`config.mk`:
```
export PLATFORM = sky130hd
export DESIGN_NAME = modbus_adu_deframer_core
export DESIGN_NICKNAME = d
export VERILOG_FILES = /design/src/hw/rtl/mad_pkg.sv /design/src/hw/rtl/mad_front.sv /design/src/hw/rtl/mad_queue.sv /design/src/hw/rtl/mad_back.sv /design/src/hw/rtl/modbus_adu_deframer_core.sv
export SDC_FILE = /design/constraint.sdc
export NUM_CORES = 1
export LEC_CHECK = 0
export ABC_AREA = 1
export BUFFER_PORTS_ARGS = -buffer_cell sky130_fd_sc_hd__buf_4
export CAP_MARGIN = 20
export CORE_MARGIN = 5
export CORE_UTILIZATION = 45
export DETAILED_ROUTE_END_ITERATION = 16
export HOLD_SLACK_MARGIN = 0.05
export PLACE_DENSITY = 0.65
export SLEW_MARGIN = 20
export SYNTH_ARGS = -nofsm -noshare
export SYNTH_HDL_FRONTEND = slang
export SYNTH_SLANG_ARGS = --single-unit
```
`constraint.sdc`:
```
create_clock -name clk -period 8.9 [get_ports clk]
set_clock_uncertainty 0.05 [all_clocks]
set_input_delay 0.89 -clock clk [delete_from_list [all_inputs] [get_ports clk]]
set_output_delay 0.89 -clock clk [all_outputs]
set_load 0.1 [all_outputs]
```
`src/hw/rtl/mad_pkg.sv`:
```
// Shared types, constants and the CRC-16 byte step for the Modbus ADU deframer.
// No dependencies; used by every module under hw/rtl.
`timescale 1ns / 1ps
`default_nettype none

package mad_pkg;

  localparam int unsigned MAX_FRAME_DEF = 512;

  localparam logic [15:0] CRC_INIT = 16'hFFFF;
  localparam logic [15:0] CRC_POLY = 16'hA001;

  localparam int unsigned DATA_W  = 40;
  localparam int unsigned ADDR_W  = 3;

  typedef enum logic [2:0] {
    ST_OK       = 3'd0,
    ST_SHORT    = 3'd1,
    ST_CRC      = 3'd2,
    ST_LEN      = 3'd3,
    ST_OVERLONG = 3'd4
  } mad_status_t;

  typedef enum logic {
    TR_RTU = 1'b0,
    TR_TCP = 1'b1
  } mad_transport_t;

  localparam logic [ADDR_W-3:0] REG_TRANSPORT = 1'b0;

  // One queue entry: all results caused by one input beat.
  typedef struct packed {
    logic        has_pdu;
    logic        has_sum;
    logic [7:0]  pdu_byte;
    logic [7:0]  unit_id;
    mad_status_t status;
    logic [15:0] pdu_length;
  } mad_entry_t;

  // Reflected CRC-16, one byte per call.
  function automatic logic [15:0] crc16_byte(input logic [15:0] crc, input logic [7:0] b);
    logic [15:0] c;
    c = crc ^ {8'h00, b};
    for (int i = 0; i < 8; i++) begin
      c = c[0] ? ((c >> 1) ^ CRC_POLY) : (c >> 1);
    end
    return c;
  endfunction

endpackage

`default_nettype wire

```
`src/hw/rtl/mad_front.sv`:
```
// Front end: accepts frame bytes, tracks frame state and CRC, builds queue entries.
// Depends on mad_pkg.
`timescale 1ns / 1ps
`default_nettype none

module mad_front #(
  parameter int unsigned MAX_FRAME = mad_pkg::MAX_FRAME_DEF
) (
  input  wire logic                clk,
  input  wire logic                rst,
  input  wire logic                transport,
  input  wire logic                clr,
  input  wire logic                in_valid,
  input  wire logic [7:0]          in_byte,
  input  wire logic                in_end,
  input  wire logic                q_full,
  output logic                     in_ready,
  output logic                     push,
  output mad_pkg::mad_entry_t      entry
);
  import mad_pkg::*;

  localparam int unsigned IW = $clog2(MAX_FRAME + 1);
  localparam int unsigned LW = IW + 1;
  localparam int unsigned CW = (LW > 17) ? LW : 17;

  logic [IW-1:0] byte_index;
  logic [15:0]   crc_accum;
  logic [7:0]    held0;
  logic [7:0]    held1;
  logic [7:0]    seen_unit;
  logic [15:0]   header_length;
  logic          overlong_flag;

  logic [IW-1:0] byte_index_next;
  logic [15:0]   crc_next;
  logic [7:0]    unit_next;
  logic [15:0]   hl_next;
  logic          ovf;
  logic          ovl;
  logic [CW-1:0] p_c;
  logic [CW-1:0] len;
  logic [CW-1:0] hl_c;
  logic [CW-1:0] rtu_plen;
  logic [CW-1:0] tcp_a;
  logic [CW-1:0] tcp_c;
  logic          accept;
  mad_entry_t    e;

  assign in_ready = !q_full;
  assign accept   = in_valid && in_ready;

  assign ovf = (byte_index == IW'(MAX_FRAME));
  assign ovl = overlong_flag || ovf;
  assign byte_index_next = ovf ? byte_index : byte_index + IW'(1);
  assign p_c  = CW'(byte_index);
  assign len  = p_c + CW'(1);

  always_comb begin
    crc_next  = crc_accum;
    unit_next = seen_unit;
    hl_next   = header_length;
    e         = '0;
    e.pdu_byte = 8'h00;
    rtu_plen  = '0;
    tcp_a     = p_c - CW'(6);
    tcp_c     = '0;
    hl_c      = '0;
    if (transport == TR_RTU) begin
      if (byte_index == '0) unit_next = in_byte;
      if (byte_index >= IW'(2)) crc_next = crc16_byte(crc_accum, held0);
      if (byte_index >= IW'(3)) begin
        e.has_pdu  = 1'b1;
        e.pdu_byte = held0;
      end
      if (ovl) e.status = ST_OVERLONG;
      else if (len < CW'(4)) e.status = ST_SHORT;
      else if (crc_next != {in_byte, held1}) e.status = ST_CRC;
      else e.status = ST_OK;
      rtu_plen = len - CW'(3);
      if (!ovl && len >= CW'(3)) begin
        e.pdu_length = (rtu_plen > CW'(16'hFFFF)) ? 16'hFFFF : rtu_plen[15:0];
      end
    end else begin
      if (byte_index == IW'(4)) hl_next = {in_byte, header_length[7:0]};
      else if (byte_index == IW'(5)) hl_next = {header_length[15:8], in_byte};
      else if (byte_index == IW'(6)) unit_next = in_byte;
      hl_c  = CW'(hl_next);
      tcp_c = hl_c - CW'(1);
      if (p_c >= CW'(7) && hl_c >= CW'(2) && p_c <= hl_c + CW'(5)) begin
        e.has_pdu  = 1'b1;
        e.pdu_byte = in_byte;
      end
      if (ovl) e.status = ST_OVERLONG;
      else if (len < CW'(8)) e.status = ST_SHORT;
      else if (hl_c < CW'(1) || len < hl_c + CW'(6)) e.status = ST_LEN;
      else e.status = ST_OK;
      if (!ovl && p_c >= CW'(7) && hl_c >= CW'(2)) begin
        e.pdu_length = (tcp_a < tcp_c) ? tcp_a[15:0] : tcp_c[15:0];
      end
    end
    e.has_sum = in_end;
    e.unit_id = unit_next;
    if (!in_end) begin
      e.status     = ST_OK;
      e.pdu_length = '0;
      e.unit_id    = '0;
    end
  end

  assign push  = accept && (e.has_pdu || e.has_sum);
  assign entry = e;

  always_ff @(posedge clk) begin
    if (rst || clr || (accept && in_end)) begin
      byte_index    <= '0;
      crc_accum     <= CRC_INIT;
      held0         <= '0;
      held1         <= '0;
      seen_unit     <= '0;
      header_length <= '0;
      overlong_flag <= 1'b0;
    end else if (accept) begin
      byte_index    <= byte_index_next;
      crc_accum     <= crc_next;
      held0         <= held1;
      held1         <= in_byte;
      seen_unit     <= unit_next;
      header_length <= hl_next;
      overlong_flag <= ovl;
    end
  end

endmodule

`default_nettype wire

```
`src/hw/rtl/mad_queue.sv`:
```
// Two-entry queue of result entries between front and back ends.
// Depends on mad_pkg.
`timescale 1ns / 1ps
`default_nettype none

module mad_queue (
  input  wire logic                clk,
  input  wire logic                rst,
  input  wire logic                push,
  input  wire mad_pkg::mad_entry_t wr_entry,
  input  wire logic                pop,
  output logic                     full,
  output logic                     not_empty,
  output mad_pkg::mad_entry_t      rd_entry
);
  import mad_pkg::*;

  mad_entry_t  slots [2];
  logic        wr_ptr;
  logic        rd_ptr;
  logic [1:0]  count;

  assign full      = (count == 2'd2);
  assign not_empty = (count != 2'd0);
  assign rd_entry  = slots[rd_ptr];

  always_ff @(posedge clk) begin
    if (push) slots[wr_ptr] <= wr_entry;
  end

  always_ff @(posedge clk) begin
    if (rst) begin
      wr_ptr <= 1'b0;
      rd_ptr <= 1'b0;
      count  <= 2'd0;
    end else begin
      if (push) wr_ptr <= !wr_ptr;
      if (pop)  rd_ptr <= !rd_ptr;
      unique case ({push, pop})
        2'b10:   count <= count + 2'd1;
        2'b01:   count <= count - 2'd1;
        default: count <= count;
      endcase
    end
  end

endmodule

`default_nettype wire

```
`src/hw/rtl/mad_back.sv`:
```
// Back end: expands queue entries into output beats, PDU byte before summary.
// Depends on mad_pkg.
`timescale 1ns / 1ps
`default_nettype none

module mad_back (
  input  wire logic                   clk,
  input  wire logic                   rst,
  input  wire logic                   q_valid,
  input  wire mad_pkg::mad_entry_t    q_entry,
  output logic                        q_pop,
  output logic                        m_tvalid,
  input  wire logic                   m_tready,
  output logic [mad_pkg::DATA_W-1:0]  m_tdata,
  output logic                        m_tuser,
  output logic                        m_tlast
);
  import mad_pkg::*;

  mad_entry_t cur;
  logic       cur_valid;
  logic       phase;
  logic       sum_now;
  logic       done;

  assign sum_now = cur.has_sum && (phase || !cur.has_pdu);
  assign done    = cur_valid && m_tready && (phase || !(cur.has_pdu && cur.has_sum));
  assign q_pop   = q_valid && (!cur_valid || done);

  assign m_tvalid = cur_valid;
  assign m_tuser  = sum_now;
  assign m_tlast  = sum_now || !cur.has_sum;
  assign m_tdata  = sum_now
                  ? DATA_W'({cur.pdu_length, cur.status, cur.unit_id, 8'h00})
                  : DATA_W'(cur.pdu_byte);

  always_ff @(posedge clk) begin
    if (q_pop) cur <= q_entry;
  end

  always_ff @(posedge clk) begin
    if (rst) begin
      cur_valid <= 1'b0;
      phase     <= 1'b0;
    end else if (q_pop) begin
      cur_valid <= 1'b1;
      phase     <= 1'b0;
    end else if (done) begin
      cur_valid <= 1'b0;
      phase     <= 1'b0;
    end else if (cur_valid && m_tready) begin
      phase     <= 1'b1;
    end
  end

endmodule

`default_nettype wire

```
`src/hw/rtl/modbus_adu_deframer_core.sv`:
```
// Modbus ADU deframer top level: APB register, front end, queue and back end.
// Depends on mad_pkg, mad_front, mad_queue, mad_back.
// A result beat is held in a queue slot, then in the back-end entry register.
// Throughput: one input beat per cycle while the queue is not full; a final beat
// also releasing a PDU byte needs two output beats; the output side sets the pace.
// Reset: synchronous rst clears frame state and queue; transport returns to RTU.
`timescale 1ns / 1ps
`default_nettype none

module modbus_adu_deframer_core #(
  parameter int unsigned MAX_FRAME = mad_pkg::MAX_FRAME_DEF
) (
  input  wire logic                         clk,
  input  wire logic                         rst,
  input  wire logic                         psel,
  input  wire logic                         penable,
  input  wire logic                         pwrite,
  input  wire logic [mad_pkg::ADDR_W-1:0]   paddr,
  input  wire logic [31:0]                  pwdata,
  output logic      [31:0]                  prdata,
  output logic                              pready,
  input  wire logic                         s_tvalid,
  output logic                              s_tready,
  input  wire logic [7:0]                   s_tdata,   // frame_byte
  input  wire logic                         s_tlast,   // frame_end
  output logic                              m_tvalid,
  input  wire logic                         m_tready,
  // pdu_byte [7:0], unit_id [15:8], status [18:16], pdu_length [34:19], zero fill
  output logic [mad_pkg::DATA_W-1:0]        m_tdata,
  output logic                              m_tuser,   // is_status
  output logic                              m_tlast    // last
);
  import mad_pkg::*;

  logic       transport;
  logic       cfg_wr;
  logic       push;
  logic       pop;
  logic       q_full;
  logic       q_valid;
  mad_entry_t wr_entry;
  mad_entry_t rd_entry;

  assign pready = 1'b1;
  assign cfg_wr = psel && penable && pwrite && pready
               && (paddr[ADDR_W-1:2] == REG_TRANSPORT);
  assign prdata = (paddr[ADDR_W-1:2] == REG_TRANSPORT) ? {31'd0, transport} : 32'd0;

  always_ff @(posedge clk) begin
    if (rst) begin
      transport <= TR_RTU;
    end else if (cfg_wr) begin
      transport <= pwdata[0];
    end
  end

  mad_front #(.MAX_FRAME(MAX_FRAME)) u_front (
    .clk      (clk),
    .rst      (rst),
    .transport(transport),
    .clr      (cfg_wr),
    .in_valid (s_tvalid),
    .in_byte  (s_tdata),
    .in_end   (s_tlast),
    .q_full   (q_full),
    .in_ready (s_tready),
    .push     (push),
    .entry    (wr_entry)
  );

  mad_queue u_queue (
    .clk      (clk),
    .rst      (rst),
    .push     (push),
    .wr_entry (wr_entry),
    .pop      (pop),
    .full     (q_full),
    .not_empty(q_valid),
    .rd_entry (rd_entry)
  );

  mad_back u_back (
    .clk     (clk),
    .rst     (rst),
    .q_valid (q_valid),
    .q_entry (rd_entry),
    .q_pop   (pop),
    .m_tvalid(m_tvalid),
    .m_tready(m_tready),
    .m_tdata (m_tdata),
    .m_tuser (m_tuser),
    .m_tlast (m_tlast)
  );

  a_sum_is_last: assert property (@(posedge clk) disable iff (rst)
    (m_tvalid && m_tuser) |-> m_tlast)
    else $error("summary beat without last");

  a_pdu_beat_clean: assert property (@(posedge clk) disable iff (rst)
    (m_tvalid && !m_tuser) |-> (m_tdata[DATA_W-1:8] == '0))
    else $error("PDU beat carries summary fields");

  a_overlong_len: assert property (@(posedge clk) disable iff (rst)
    (m_tvalid && m_tuser && (m_tdata[18:16] == ST_OVERLONG)) |-> (m_tdata[34:19] == 16'd0))
    else $error("overlong summary with nonzero length");

endmodule

`default_nettype wire
```
==> results of run 1 <==
==> logic make-up (layout without fill, tap and decap cells) <==
logic type | Yosys count | count (layout) | synth area share
simple gates | 690 | 690 | 0.2669
fa+ha+maj | 49 | 49 | 0.05249
flops | 185 | 185 | 0.4122
other cells | 2 | 37 | 0.0006429
xor+xnor | 62 | 62 | 0.04713
compound gates | 250 | 250 | 0.1121
buf+inv | 288 | 301 | 0.1085
==> cell type report <==
type / count / area, sq um / share of cell area
Timing Repair Buffer: 68 / 523.0 / 0.04063
Multi-Input combinational cell: 1088 / 5743 / 0.4462
Clock buffer: 17 / 425.4 / 0.03305
Inverter: 201 / 757.0 / 0.05881
Clock inverter: 15 / 190.2 / 0.01477
Sequential cell: 185 / 4815 / 0.3740
Tap cell: 335 / 419.2 / 0.03256
==> layer usage <==
| layer | share of wire | wire, um |
|---|---|---|
| met4 | 0.021 | 607 |
| met1 | 0.46 | 13250 |
| met3 | 0.053 | 1523 |
| met2 | 0.47 | 13450 |
| met5 | 0 | 0 |
==> worst max-delay path, cell delays in order (launching register included) <==
cell     delay (ns)
dfxtp_1        0.59
inv_1          0.31
ha_1           0.40
nor2_8         0.25
nand2_4        0.12
nand2_1        0.10
nand2_2        0.10
inv_1          0.15
ha_1           0.20
nand2_1        0.10
inv_2          0.07
nand2_1        0.05
nor2_2         0.18
nand2_1        0.14
inv_1          0.07
nand4_1        0.08
xor2_1         0.25
ha_1           0.30
nand2_1        0.06
inv_1          0.03
o21ai_0        0.13
nand2_1        0.08
nor2_1         0.27
nand3_1        0.67
o21ai_0        0.64
o21ai_0        0.16
o21ai_1        0.12
nor2_1         0.08
==> flip-flops by register name, summed over array words and instances, names as in the netlist, 8 cells and up <==
| signal | cells |
|---|---|
| u_queue.slots | 74 |
| u_back.cur | 37 |
| u_front.crc_accum | 16 |
| u_front.header_length | 16 |
| u_front.byte_index | 10 |
| u_front.held0 | 8 |
| u_front.held1 | 8 |
| u_front.seen_unit | 8 |
==> cells in the mapped netlist (all sizes together), types with 8 or more instances <==
cell / n / area [sq um]
xor2: 42 / 375.4
dfxtp: 74 / 1481
o22ai: 9 / 56.30
nand4: 14 / 87.58
ha: 49 / 613.1
inv: 197 / 742.0
edfxtp: 111 / 3333
buf: 50 / 371.6
xnor2: 20 / 175.2
nand2: 428 / 1727
o21ai: 108 / 544.3
clkbuf: 37 / 138.9
nand3: 68 / 392.9
o211ai: 8 / 60.06
nor2: 155 / 710.7
a21oi: 113 / 565.5
nor3: 17 / 105.1
==> path summary, 6_finish.rpt <==
| check | start | end | slack, ns | cells past startpoint |
|---|---|---|---|---|
| setup / recovery | u_front.byte_index[0] | u_queue.slots[1][1] | 2.84 | 27 |
| hold / removal | u_front.crc_accum[12] | u_front.crc_accum[12] | 0.44 | 2 |
| setup reg to reg | u_front.byte_index[0] | u_queue.slots[1][1] | 2.84 | 27 |
| hold reg to reg | u_front.crc_accum[12] | u_front.crc_accum[12] | 0.44 | 2 |
==> cell usage in the layout, fill, tap and decap left out, types with 4 or more instances in the layout <==
master and count:
a21oi_1 113, a31oi_1 5, buf_4 67, clkbuf_16 17, clkinv_1 4, clkinv_8 4
conb_1 37, dfxtp_1 74, edfxtp_1 111, ha_1 49, inv_1 179, inv_2 17
inv_8 4, nand2_1 396, nand2_2 24, nand2_4 8, nand3_1 59, nand3_2 8
nand4_1 14, nor2_1 131, nor2_2 14, nor2_4 7, nor3_1 12, nor3_2 5
o211ai_1 8, o21ai_0 98, o21ai_1 9, o22ai_1 9, xnor2_1 20, xor2_1 41
==> through the flow <==
step	setup WS (ns)	cell area [sq um]
CTS	2.938	12850
global route	2.304	12870
finish	2.839	12870
detailed placement	2.961	12240
floorplan	3.575	11810
global placement	2.941	12240
==> report_power, final <==
part           leakage [nW]  switching, W  total [W]  internal (W)
registers              1.66     0.0000833    0.00128       0.00120
clock network         0.300      0.000395   0.000782      0.000387
logic                  4.08       0.00166    0.00217      0.000514
==> results.json, run 1 <==
{
  "cap_violations": 0,
  "ys_seq_elements": 185,
  "dr.first_iter.drc_count": 686,
  "hold_path_class": "reg2reg",
  "critical_path_required_ns": 9.01,
  "design.die.area_sq_um": 29280,
  "dp.final_hpwl_um": 21630,
  "final.min_clock_period_ns": 6.061,
  "fmax_mhz": 165.0,
  "cts_made_buffers": 17,
  "cts_hold_buf": 0,
  "rows": 59,
  "outcome": "finished clean",
  "p_total_w": 0.004238,
  "leakage_nw": 6.044,
  "cellPowerDensity_nw_per_um2": 329.2,
  "root_buffer": "clkbuf_16",
  "netlist_area_sq_um": 11680,
  "cts.path.max_buffers": 2,
  "fillCellCount": 2530,
  "synth_edf_count": 111,
  "tns_ns": 0,
  "worst_hold_slack_ns": 0.4370,
  "yosysWarnings": 0,
  "die_w_um": 171.1,
  "end_kind": "register",
  "pin_count": 128,
  "slew_headroom": 0.3010,
  "clock_sinks": 185,
  "dp_cells": 1876,
  "finish.utilization": 0.4982,
  "syn_inst": 1526,
  "viasPerCell": 5.030,
  "clkTransAtPathRegs_ns": 0.08,
  "worst-setup-path-type": "reg2reg",
  "ys_seq_area_frac": 0.4122,
  "antenna_cells": 0,
  "peakVddDrop_uv": 297.4,
  "drt-pass1-iter-count": 5,
  "hold_viol_final": 0,
  "critical_path_arrival_ns": 6.17,
  "initial_utilization": 0.4521,
  "layout-drive-gt1-share": 0.1239,
  "synth_cell_types": 47,
  "slew_violations": 0,
  "worstMarginPinSlew_ns": 1.045,
  "grt_use_total": 0.2020,
  "drtAntennaViolNets": 0,
  "fin_nets": 1661,
  "grt_max_degree": 43,
  "gp_congestion": 0.9727,
  "async_reset_ff_frac": 0,
  "postCtsSetupRepairBufs": 0,
  "start_kind": "register",
  "synth_ff_type": "edfxtp_1",
  "setup_viol": 0,
  "cts_resized": 0,
  "io_buffers": 57,
  "synth.avg_cell_area_sq_um": 7.655,
  "coreArea_sq_um": 25840,
  "num_vias": 9603,
  "wl_per_cell_um": 15.10,
  "grt_pass1_vias": 9067,
  "route.detailed.drc": 0,
  "grt_pass1_wl_um": 46990,
  "area_growth_pct": 10.20,
  "clock_latency_ns": 0.44,
  "die_y_um": 171.1,
  "htree_levels": 4,
  "finalWirelength_um": 28830,
  "rsz0062_at_grt": "no",
  "top_usage_layer": "met2",
  "grtUsageMet3": 0.03489,
  "met2_usage": 0.3321,
  "instances_no_fill": 1909,
  "critPathMaxFanout": 23,
  "antenna_found_initial": 0,
  "gr-total-overflow": 0,
  "period_share": 0.6811,
  "use_met1": 0.2742,
  "cts_tree": "built"
}
No activity file was read; power rests on OpenSTA's default activity.
==> inputs of run 2 (changes only) <==
--- a/config.mk
+++ b/config.mk
@@ -5,14 +5,14 @@
 export SDC_FILE = /design/constraint.sdc
 export NUM_CORES = 1
 export LEC_CHECK = 0
-export ABC_AREA = 1
+export ABC_AREA = 0
 export BUFFER_PORTS_ARGS = -buffer_cell sky130_fd_sc_hd__buf_4
 export CAP_MARGIN = 20
 export CORE_MARGIN = 5
 export CORE_UTILIZATION = 45
 export DETAILED_ROUTE_END_ITERATION = 16
 export HOLD_SLACK_MARGIN = 0.05
-export PLACE_DENSITY = 0.65
+export PLACE_DENSITY = 0.67
 export SLEW_MARGIN = 20
 export SYNTH_ARGS = -nofsm -noshare
 export SYNTH_HDL_FRONTEND = slang
==> constraint.sdc (replaced) <==
create_clock -name clk -period 5.2 [get_ports clk]
set_clock_uncertainty 0.05 [all_clocks]
set_input_delay 0.52 -clock clk [delete_from_list [all_inputs] [get_ports clk]]
set_output_delay 0.52 -clock clk [all_outputs]
set_load 0.1 [all_outputs]
==> run 2 against run 1 <==
  * Combinational power is 6% lower
  * Final cell count decreased by 17%
  * Wire length fell by 5.1%
  * Die area fell by 1.1%
  * Worst hold slack got worse by 0.15 ns
  * Clock power up 71%
  * Largest power group unchanged
  * Largest cell class unchanged
  * Global-route usage shrank 1.2 points
==> results.json, run 2 <==
{
  "antenna_cells": 0,
  "clock_latency_ns": 0.44,
  "cellPowerDensity_nw_per_um2": 406.1,
  "outcome": "finished clean",
  "yosys.area.top_type": "edfxtp_1",
  "drtAntennaViolNets": 0,
  "peakVddDrop_uv": 453.5,
  "r2r-start": "u_front.byte_index[0]",
  "setup_viol": 0,
  "regArea_sq_um": 4815,
  "multi_input_area_sq_um": 6237,
  "largestRegisters": "u_queue.slots: 74 flops, u_back.cur: 37 flops",
  "yosysWarnings": 0,
  "cts_made_buffers": 17,
  "route.detailed.drc": 0,
  "grt_max_degree": 53,
  "die_w_um": 170.1,
  "grt_pass1_wl_um": 44110,
  "layout_commonest_cell": "nand2_1",
  "cp_cell_sequence": "inv_1 -> ha_1 -> nor2b_1 -> and4_1 -> mux2i_2 -> buf_4 -> ha_1 -> nand3_1 -> xnor2_1 -> mux2i_1 -> ha_1 -> and3_1 -> a221oi_1 -> a211o_1 -> o211ai_1 -> a31oi_2 -> buf_12 -> and2_1 -> o211ai_1 -> a21boi_0",
  "worstSetupStartpoint": "u_front.byte_index[0]",
  "ys_seq_elements": 185,
  "synth_commonest_cells": "nand2_1, edfxtp_1, nor2_1",
  "hold_path_class": "in2reg",
  "yosys-top-cells-area": "edfxtp_1, dfxtp_1, ha_1",
  "gp_congestion": 0.9572,
  "cap_violations": 0,
  "ys_seq_area_frac": 0.4172,
  "crit_top_cell": "ha_1",
  "start_kind": "register",
  "antenna_found_initial": 0,
  "worst_hold_slack_ns": 0.2895,
  "num_vias": 8725,
  "end_kind": "register",
  "viasPerCell": 5.519,
  "wl_per_cell_um": 17.31,
  "root_buffer": "clkbuf_16",
  "synth.avg_cell_area_sq_um": 9.633,
  "synthMostInstantiatedCell": "nand2_1",
  "pin_count": 128,
  "r2r_end": "u_queue.slots[0][4]",
  "rows": 58,
  "dp.final_hpwl_um": 19760,
  "clock_sinks": 185,
  "tns_ns": 0,
  "fmax_mhz": 205.3,
  "dpl_cell_area_sq_um": 12300,
  "initial_utilization": 0.4583,
  "syn_inst": 1198,
  "drt-pass1-iter-count": 5,
  "slew_headroom": 0.2996,
  "async_reset_ff_frac": 0,
  "synth_top_area_share": 0.2888,
  "fillCellCount": 2271,
  "layout_common_cells": "nand2_1, edfxtp_1, nor2_1, buf_4, dfxtp_1",
  "max_stage_delay_ns": 0.40,
  "period_share": 0.9368,
  "critical_path_required_ns": 5.36,
  "critical_path_arrival_ns": 5.03,
  "rsz0062_at_grt": "no",
  "leakage_nw": 5.058,
  "io_buffers": 57,
  "r2r_setup_slack_ns": 0.33,
  "dr.first_iter.drc_count": 737,
  "area_growth_pct": 12.20,
  "cts_tree": "built",
  "grt_use_total": 0.1897,
  "dp_cells": 1549,
  "final.min_clock_period_ns": 4.871,
  "reg2reg_depth": 20,
  "netlist_area_sq_um": 11540,
  "finalWirelength_um": 27370,
  "worstMarginPinSlew_ns": 1.046,
  "instances_no_fill": 1581,
  "clkTransAtPathRegs_ns": 0.08,
  "postCtsSetupRepairBufs": 0,
  "gr-total-overflow": 0,
  "coreArea_sq_um": 25180,
  "fin_nets": 1338,
  "layout-drive-gt1-share": 0.1631,
  "synth_edf_count": 111,
  "min_from": "rst",
  "design.die.area_sq_um": 28950,
  "synth_ff_type": "edfxtp_1",
  "regMostFlops": "u_queue.slots",
  "largest_reg_flops": 74,
  "slowest_stage": "mux2i_1",
  "critPathMaxFanout": 25,
  "slew_violations": 0,
  "die_y_um": 170.1,
  "cts.path.max_buffers": 2,
  "synth_cell_types": 76,
  "hold_viol_final": 0,
  "htree_levels": 4,
  "grt_pass1_vias": 8081,
  "worst-setup-path-type": "reg2reg",
  "post-route-cell-area_sq_um": 12950,
  "endpoint": "u_queue.slots[0][4]"
}
run 2: how the worst min path moves through the flow:
stage / to / slack [ns] / depth (start not counted)
floorplan: u_front.held0[1] / 0.41 / 2
global placement: u_front.seen_unit[3] / 0.42 / 2
detailed placement: u_front.held0[6] / 0.43 / 2
CTS: u_queue.count[1] / 0.27 / 2
global route: u_queue.count[1] / 0.29 / 2
finish: u_queue.count[1] / 0.29 / 2
run 2: metrics by stage:
| step | power (W) | setup slack (ns) | utilization |
|---|---|---|---|
| after floorplan | 0.003557 | 0.01180 | - |
| after global placement | 0.003931 | 0.4152 | 0.4886 |
| after detailed placement | 0.003957 | 0.3246 | 0.4886 |
| after CTS | 0.005303 | 0.2847 | 0.5136 |
| after global routing | 0.005514 | 0.003852 | 0.5142 |
| final | 0.005257 | 0.3288 | 0.5142 |
run 2: worst max-delay path: cells and delay by family, from the launching register on:
kind	cells	cell delay, ns
buffers and inverters	3	0.43
AND/OR/NAND/NOR	5	0.89
adder cells (fa/ha/maj)	3	0.80
XOR/XNOR	1	0.14
multiplexers	2	0.66
AO/OA/AOI/OAI	6	1.31
flip-flops	1	0.36
run 2: metal layers:
metal	GRT usage	wire length, um	vias to the layer above
li1	-	-	4260
met1	0.2745	12550	4128
met2	0.2966	12500	296
met3	0.02973	1863	41
met4	0.05243	457	0
met5	0	0	-
run 2: what timing repair did:
action	4_1_cts	5_1_grt
endpoints found under the setup margin	0	1
gates resized for setup	0	1
hold buffers	0	0
run 2: logic make-up (layout without fill, tap and decap cells):
group | count (synthesis) | after routing | share of synthesized area
simple gates | 417 | 417 | 0.1742
compound gates | 200 | 200 | 0.1153
flops | 185 | 185 | 0.4172
buf+inv | 132 | 150 | 0.05898
xor+xnor | 111 | 111 | 0.08663
mux | 102 | 102 | 0.09390
fa+ha+maj | 49 | 49 | 0.05313
other cells | 2 | 37 | 0.0006508
run 2: where the power goes:
group          internal (W)  switching [W]
combinational      0.000581        0.00145
sequential          0.00182      0.0000667
clock              0.000702       0.000637
run 2: layout make-up:
cell class / count / share of cell area
clock buffers: 17 / 0.03286
well taps: 330 / 0.03189
inverters: 19 / 0.005508
clock inverters: 15 / 0.01585
multi-input cells: 916 / 0.4817
repair buffers: 99 / 0.06030
flip-flops and latches: 185 / 0.3719
